--- src/rtl/mtp_pkg.sv ---
`timescale 1ns / 1ps
`default_nettype none
package mtp_pkg;

	localparam int OCTETS = 6;
	localparam int ADDR_W = 48;
	localparam int POS_W = 5;
	localparam logic [POS_W-1:0] TEXT_LEN = POS_W'(3 * OCTETS - 1);
	localparam logic [ADDR_W-1:0] USED_MASK = (OCTETS >= 6) ? {ADDR_W{1'b1}}
		: ((ADDR_W'(1) << (8 * OCTETS)) - ADDR_W'(1));

	localparam logic [7:0] CH_NUL = 8'h00;
	localparam logic [7:0] CH_COLON = 8'h3a;
	localparam logic [7:0] CH_ZERO = 8'h30;
	localparam logic [7:0] CH_NINE = 8'h39;
	localparam logic [7:0] CH_LA = 8'h61;
	localparam logic [7:0] CH_LF = 8'h66;
	localparam logic [7:0] CH_UA = 8'h41;
	localparam logic [7:0] CH_UF = 8'h46;

	localparam logic [1:0] ST_OK = 2'd0;
	localparam logic [1:0] ST_BAD = 2'd1;
	localparam logic [1:0] ST_ZERO = 2'd2;
	localparam logic [1:0] ST_BCAST = 2'd3;

	typedef enum logic [1:0] {
		TK_DIGIT,
		TK_SEP,
		TK_END,
		TK_OTHER
	} tok_kind_t;

	typedef struct packed {
		tok_kind_t kind;
		logic [3:0] nibble;
	} tok_t;

endpackage
`default_nettype wire

--- src/rtl/mac_address_text_parser.sv ---
// a nul item is first written into the token queue; the result is registered in the
// output stage when the parse stage pops that nul item from the queue
// throughput: one character item per cycle; a two-entry token queue separates
// the classifier from the parse state, and only a nul item waits while a result
// is stalled, so input stalls once that nul and one more item fill the queue
// reset: arst_n clears position, partial address, error flag, queue and output valid
`timescale 1ns / 1ps
`default_nettype none
module mac_address_text_parser (
	input wire logic clk,
	input wire logic arst_n,
	input wire logic in_valid,
	output logic in_stall,
	input wire logic [7:0] text_char,
	output logic out_valid,
	input wire logic out_stall,
	output logic [47:0] address,
	output logic [1:0] status
);

	mtp_pkg::tok_t front_tok;
	mtp_pkg::tok_t q_tok;
	logic q_full;
	logic q_nonempty;
	logic q_pop;

	mtp_front u_front (
		.text_char(text_char),
		.tok(front_tok)
	);

	mtp_fifo u_fifo (
		.clk(clk),
		.arst_n(arst_n),
		.push(in_valid),
		.push_tok(front_tok),
		.full(q_full),
		.pop(q_pop),
		.nonempty(q_nonempty),
		.pop_tok(q_tok)
	);

	mtp_back u_back (
		.clk(clk),
		.arst_n(arst_n),
		.tok_valid(q_nonempty),
		.tok(q_tok),
		.tok_pop(q_pop),
		.out_valid(out_valid),
		.out_stall(out_stall),
		.address(address),
		.status(status)
	);

	assign in_stall = q_full;

endmodule
`default_nettype wire

--- src/rtl/mtp_front.sv ---
`timescale 1ns / 1ps
`default_nettype none
module mtp_front (
	input wire logic [7:0] text_char,
	output mtp_pkg::tok_t tok
);

	logic [7:0] d_off;
	logic [7:0] l_off;
	logic [7:0] u_off;

	assign d_off = text_char - mtp_pkg::CH_ZERO;
	assign l_off = text_char - mtp_pkg::CH_LA + 8'd10;
	assign u_off = text_char - mtp_pkg::CH_UA + 8'd10;

	always_comb begin
		tok.kind = mtp_pkg::TK_OTHER;
		tok.nibble = 4'd0;
		if (text_char == mtp_pkg::CH_NUL) begin
			tok.kind = mtp_pkg::TK_END;
		end else if (text_char == mtp_pkg::CH_COLON) begin
			tok.kind = mtp_pkg::TK_SEP;
		end else if (text_char >= mtp_pkg::CH_ZERO && text_char <= mtp_pkg::CH_NINE) begin
			tok.kind = mtp_pkg::TK_DIGIT;
			tok.nibble = d_off[3:0];
		end else if (text_char >= mtp_pkg::CH_LA && text_char <= mtp_pkg::CH_LF) begin
			tok.kind = mtp_pkg::TK_DIGIT;
			tok.nibble = l_off[3:0];
		end else if (text_char >= mtp_pkg::CH_UA && text_char <= mtp_pkg::CH_UF) begin
			tok.kind = mtp_pkg::TK_DIGIT;
			tok.nibble = u_off[3:0];
		end
	end

endmodule
`default_nettype wire

--- src/rtl/mtp_fifo.sv ---
`timescale 1ns / 1ps
`default_nettype none
module mtp_fifo (
	input wire logic clk,
	input wire logic arst_n,
	input wire logic push,
	input wire mtp_pkg::tok_t push_tok,
	output logic full,
	input wire logic pop,
	output logic nonempty,
	output mtp_pkg::tok_t pop_tok
);

	mtp_pkg::tok_t mem_q [2];
	logic wr_ptr_q;
	logic rd_ptr_q;
	logic [1:0] count_q;
	logic do_push;
	logic do_pop;

	assign full = (count_q == 2'd2);
	assign nonempty = (count_q != 2'd0);
	assign do_push = push && !full;
	assign do_pop = pop && nonempty;
	assign pop_tok = mem_q[rd_ptr_q];

	always_ff @(posedge clk) begin
		if (do_push) begin
			mem_q[wr_ptr_q] <= push_tok;
		end
	end

	always_ff @(posedge clk or negedge arst_n) begin
		if (!arst_n) begin
			wr_ptr_q <= 1'b0;
			rd_ptr_q <= 1'b0;
			count_q <= 2'd0;
		end else begin
			if (do_push) begin
				wr_ptr_q <= !wr_ptr_q;
			end
			if (do_pop) begin
				rd_ptr_q <= !rd_ptr_q;
			end
			case ({do_push, do_pop})
				2'b10: count_q <= count_q + 2'd1;
				2'b01: count_q <= count_q - 2'd1;
				default: count_q <= count_q;
			endcase
		end
	end

endmodule
`default_nettype wire

--- src/rtl/mtp_back.sv ---
`timescale 1ns / 1ps
`default_nettype none
module mtp_back (
	input wire logic clk,
	input wire logic arst_n,
	input wire logic tok_valid,
	input wire mtp_pkg::tok_t tok,
	output logic tok_pop,
	output logic out_valid,
	input wire logic out_stall,
	output logic [mtp_pkg::ADDR_W-1:0] address,
	output logic [1:0] status
);

	logic [mtp_pkg::POS_W-1:0] pos_q;
	logic [1:0] phase_q;
	logic [mtp_pkg::ADDR_W-1:0] part_q;
	logic err_q;
	logic out_valid_q;
	logic [mtp_pkg::ADDR_W-1:0] address_q;
	logic [1:0] status_q;
	logic [mtp_pkg::ADDR_W-1:0] masked;
	logic [1:0] final_status;
	logic [mtp_pkg::ADDR_W-1:0] final_addr;

	// only a nul item has to wait for the output register
	assign tok_pop = tok_valid
		&& (tok.kind != mtp_pkg::TK_END || !out_valid_q || !out_stall);
	assign out_valid = out_valid_q;
	assign address = address_q;
	assign status = status_q;
	assign masked = part_q & mtp_pkg::USED_MASK;

	always_comb begin
		final_addr = masked;
		if (err_q || pos_q != mtp_pkg::TEXT_LEN) begin
			final_status = mtp_pkg::ST_BAD;
			final_addr = '0;
		end else if (masked == '0) begin
			final_status = mtp_pkg::ST_ZERO;
		end else if (masked == mtp_pkg::USED_MASK) begin
			final_status = mtp_pkg::ST_BCAST;
		end else begin
			final_status = mtp_pkg::ST_OK;
		end
	end

	always_ff @(posedge clk) begin
		if (tok_pop && tok.kind == mtp_pkg::TK_END) begin
			address_q <= final_addr;
			status_q <= final_status;
		end
	end

	always_ff @(posedge clk or negedge arst_n) begin
		if (!arst_n) begin
			pos_q <= '0;
			phase_q <= 2'd0;
			part_q <= '0;
			err_q <= 1'b0;
			out_valid_q <= 1'b0;
		end else begin
			if (tok_pop && tok.kind == mtp_pkg::TK_END) begin
				out_valid_q <= 1'b1;
			end else if (!out_stall) begin
				out_valid_q <= 1'b0;
			end
			if (tok_pop) begin
				if (tok.kind == mtp_pkg::TK_END) begin
					pos_q <= '0;
					phase_q <= 2'd0;
					part_q <= '0;
					err_q <= 1'b0;
				end else if (!err_q) begin
					if (pos_q == mtp_pkg::TEXT_LEN) begin
						err_q <= 1'b1;
					end else if (phase_q == 2'd2) begin
						// separator slot
						if (tok.kind != mtp_pkg::TK_SEP) begin
							err_q <= 1'b1;
						end else begin
							pos_q <= pos_q + mtp_pkg::POS_W'(1);
							phase_q <= 2'd0;
						end
					end else if (tok.kind != mtp_pkg::TK_DIGIT) begin
						err_q <= 1'b1;
					end else begin
						part_q <= {part_q[mtp_pkg::ADDR_W-5:0], tok.nibble};
						pos_q <= pos_q + mtp_pkg::POS_W'(1);
						phase_q <= phase_q + 2'd1;
					end
				end
			end
		end
	end

endmodule
`default_nettype wire

--- config.mk ---
export PLATFORM = sky130hd
export DESIGN_NAME = mac_address_text_parser
export DESIGN_NICKNAME = d
export VERILOG_FILES = /design/src/rtl/mtp_pkg.sv /design/src/rtl/mac_address_text_parser.sv /design/src/rtl/mtp_front.sv /design/src/rtl/mtp_fifo.sv /design/src/rtl/mtp_back.sv
export SDC_FILE = /design/constraint.sdc
export NUM_CORES = 1
export LEC_CHECK = 0
export BUFFER_PORTS_ARGS = -buffer_cell sky130_fd_sc_hd__buf_2
export CAP_MARGIN = 40
export CORE_MARGIN = 8
export CORE_UTILIZATION = 35
export CTS_BUF_LIST = sky130_fd_sc_hd__clkbuf_8
export DETAILED_ROUTE_END_ITERATION = 6
export SYNTH_ARGS = -nofsm -noshare
export SYNTH_HDL_FRONTEND = slang
export SYNTH_SLANG_ARGS = --single-unit
--- constraint.sdc ---
create_clock -name clk -period 2.25 [get_ports clk]
set_input_delay 0.225 -clock clk [delete_from_list [all_inputs] [get_ports clk]]
set_output_delay 0.225 -clock clk [all_outputs]
set_load 0.01 [all_outputs]
==> impl_results.md <==
- Status: finished clean
- Yosys top cell area share: 0.3371
- Largest net degree at the start of global routing: 65
- Finished Layout Cells: 765
- Max-slew violation count: 0
- Ant diodes: 0
- Clock sinks: 123
- Largest area contributor in the netlist: edfxtp_1
- CP endpoint kind: flip-flop
- Worst-skew pair later-pin latency: 440 ps
- CP Depth: 6
- H-tree Lvls: 4
- Syn Area/Cell: approximately 12 um^2
- Pint: 0.004811 W
- Die H: about 140 um
- Worst path bufs/invs: 1
- Register area: 3390 um^2
- Clock slew at reported path FFs: 70 ps
- CP top delay family: simple AND/OR/NAND/NOR gates
- Cell Pwr Density: 1126 nW/um^2
- Synth Cell Area: 5523 um^2
- Routed vias: 3881
- Clock Power Share: 0.263
- Final hold vios: 0
- Crit. Startpoint: u_fifo.rd_ptr_q$_DFFE_PN0P_
- Full die area: 20050 um^2
- Worst path slowest cell: or4_1
- Synth area leaders: edfxtp_1 (34%), dfrtp_1 (28%), o31ai_1 (6.5%)
- WL final: roughly 12000 um
- Worst vdd ir: between 0.6 and 0.7 mV
- Netlist cell types: 47
- Vias in the first global route: 3807
- Critical Path Sink: u_back.pos_q[3]$_DFFE_PN0P_
- Initial DRT Pass Iterations: 5
- Final period util: 0.9555
- Post-synth EDFFs: 62
- Gpl congestion: 0.7792
- Post-synth ARST share: 0.4959
- Reg-to-Reg End: u_back.pos_q[3]$_DFFE_PN0P_
- Synth Warn #: 0
- Reg-to-reg slack, setup: around 100 ps
- Max incr delay on CP: 490 ps
- Switching pwr: roughly 0.0026 W
- Synth Net Count: 491
- Gate power share: 0.308
- Worst path arrival time: 2520 ps
- Slew @ Worst Pin: 840.2 ps
- Max Buffers Root-to-Sink: 2
- Final worst setup slack: ~100 ps
- Global-route wire length before repair: 18770 um
- Total track usage: 0.1178
- Post-DP Area: 6145 um^2
- Worst Hold Slack: 107.3 ps
- Clock skew: 12.60 ps
- Fin area: 6604 um^2
- Layout cells sized above 1: 0.2186
- Placed cell count: 728
- Initial antenna violation count: 0
- Crit path cell chain: buf_4, mux2_4, nor4b_2, a211oi_4, or4_1, a21oi_1
- Starting Density: 0.3528
- Filler cell count: 1542
- Switching share of power: 0.3531
- PortBufs: 63
- CTS tree: done
- Post-place setup slack: between 20 and 30 ps
- Flop pwr share: 0.428
- Register bit total from synthesis: 123
- # IOs: 64
- Leak: around 2.6 nW
- Overflow after GRT: 0
- Vias per cell: 5.073
- Die W: ~140 um
- Multi-input gate area: 2011 um^2
- Core area: approximately 16000 um^2
- # DRC: 0
- Ys flop type: edfxtp_1
- Hold Path Class: in2reg
- CTS Root Cell: clkbuf_8
- Sequential fraction of the synthesis area: 0.6135
- Type of element launching the critical path: flip-flop
- Reg2Reg Depth: 6
- Post-Route Utilization: 0.4218
- Starting DRT DRC Count: 312
- Fmax achieved: between 0.4 and 0.5 GHz
- RR Startpoint: u_fifo.rd_ptr_q$_DFFE_PN0P_
- NumNets Final: 556
- Hpwl dp: 7677 um
- Setup Crit Path Kind: reg2reg
- Worst path required time: around 2600 ps
- Routed Antenna Nets: 0
- Total CTS buffers: 17
- Final worst path period need: about 2100 ps
- # setup viols final: 0
- Crit-path max FO: 8
- Drt wl/cell: approximately 16 um
- RSZ-0062 raised after global routing: yes
- Post-Syn Instances: 471
- Rel. slew slack: 0.4393
- Cell row count: 46
- Max-cap viol count: 0
- Area Growth Syn to Fin: 19.57%
state kept, by name, summed over array words and instances, names as in the netlist:
register and flops:
u_fifo.rd_ptr_q 1, u_back.err_q 1, u_back.phase_q 2, u_back.masked 48
u_back.status 2, u_fifo.count_q 2, u_back.out_valid 1, u_back.address 48
u_fifo.mem_q 12, u_back.pos_q 5, u_fifo.wr_ptr_q 1
stage by stage:
stage                     power, W  setup TNS [ps]
after global placement    0.005319               0
after detailed placement  0.005411               0
after floorplan           0.004672               0
after global routing      0.007889          -17.71
final                     0.007438               0
after CTS                 0.007396               0
worst min path at each step:
| stage | startpoint | to | slack (ps) | cells after the start |
|---|---|---|---|---|
| 2_1_floorplan | arst_n | u_back.err_q$_DFFE_PN0P_ | -70 | 0 |
| 3_3_place_gp | arst_n | u_back.masked[27]$_DFFE_PN0P_ | 280 | 1 |
| 3_5_place_dp | arst_n | u_back.masked[27]$_DFFE_PN0P_ | 310 | 1 |
| 4_1_cts | out_stall | u_back.out_valid$_DFFE_PN0P_ | 20 | 3 |
| 5_1_grt | out_stall | u_back.out_valid$_DFFE_PN0P_ | 120 | 3 |
| 6_report | out_stall | u_back.out_valid$_DFFE_PN0P_ | 110 | 3 |
power by group through the flow:
stage | Sequential (W) | Combinational [W] | Clock, W
2_1_floorplan | 0.00324 | 0.00144 | 0
3_3_place_gp | 0.00321 | 0.00211 | 0
3_5_place_dp | 0.00322 | 0.00219 | 0
4_1_cts | 0.00318 | 0.00220 | 0.00202
5_1_grt | 0.00325 | 0.00254 | 0.00211
6_report | 0.00319 | 0.00229 | 0.00196
area by class of cell:
class	instances	area share
Clock buffer	19	0.03960
Clock inverter	13	0.02065
Inverter	10	0.006252
Multi-Input combinational cell	308	0.3045
Sequential cell	123	0.5133
Tap cell	216	0.04092
Timing Repair Buffer	76	0.07484
repair_timing:
item | CTS | global route
gates resized for setup | 0 | 4
setup endpoints to repair | 0 | 48
hold buffers | 1 | 0
endpoints found under the hold margin | 26 | 0
setup buffers | 0 | 2
worst reg2reg max path, cell delays in order (launching register included):
cell      delay, ps
dfrtp_2         450
buf_4           180
mux2_4          340
nor4b_2         320
a211oi_4        150
or4_1           490
a21oi_1         150
cells in the mapped netlist, types with 8 or more instances:
cell type / instances
edfxtp_1: 62
dfrtp_1: 61
and2_1: 49
nand2_1: 49
o21ai_0: 48
o31ai_1: 48
clkbuf_1: 26
nand4_1: 15
nor4_1: 15
nor2_1: 11
inv_1: 10
ha_1: 8
layout by cell type, fill, tap and decap left out, types with 4 or more instances in the layout:
master / synthesis / routed
edfxtp_1: 62 / 62
dfrtp_1: 61 / 60
nand4_1: 15 / 15
nand3_1: 4 / 4
xnor2_1: 7 / 7
nor4_1: 15 / 15
nor2_1: 11 / 10
o31ai_1: 48 / 48
nand2_1: 49 / 49
clkbuf_8: 0 / 19
o21ai_0: 48 / 48
o41ai_1: 4 / 4
buf_12: 0 / 6
buf_2: 4 / 63
inv_1: 10 / 14
ha_1: 8 / 8
buf_4: 0 / 5
and2_1: 49 / 49
mux2i_1: 6 / 5
layer usage:
layer | global-route usage | up-vias | wire (um)
li1 | - | 1880 | -
met1 | 0.1415 | 1892 | 5251
met2 | 0.1866 | 97 | 5847
met3 | 0.03898 | 12 | 681
met4 | 0.05822 | 0 | 140
met5 | 0 | - | 0
kinds of logic (layout without fill, tap and decap cells):
kind of cell / count (synthesis) / count (layout) / synth area share
multiplexers: 10 / 10 / 0.01971
AND/OR/NAND/NOR: 164 / 165 / 0.1638
buffers and inverters: 42 / 118 / 0.03217
flip-flops: 123 / 123 / 0.6135
XOR/XNOR: 8 / 8 / 0.01269
AO/OA/AOI/OAI: 116 / 117 / 0.1400
adder cells (fa/ha/maj): 8 / 8 / 0.01812
(Power assumes the default switching activity.)
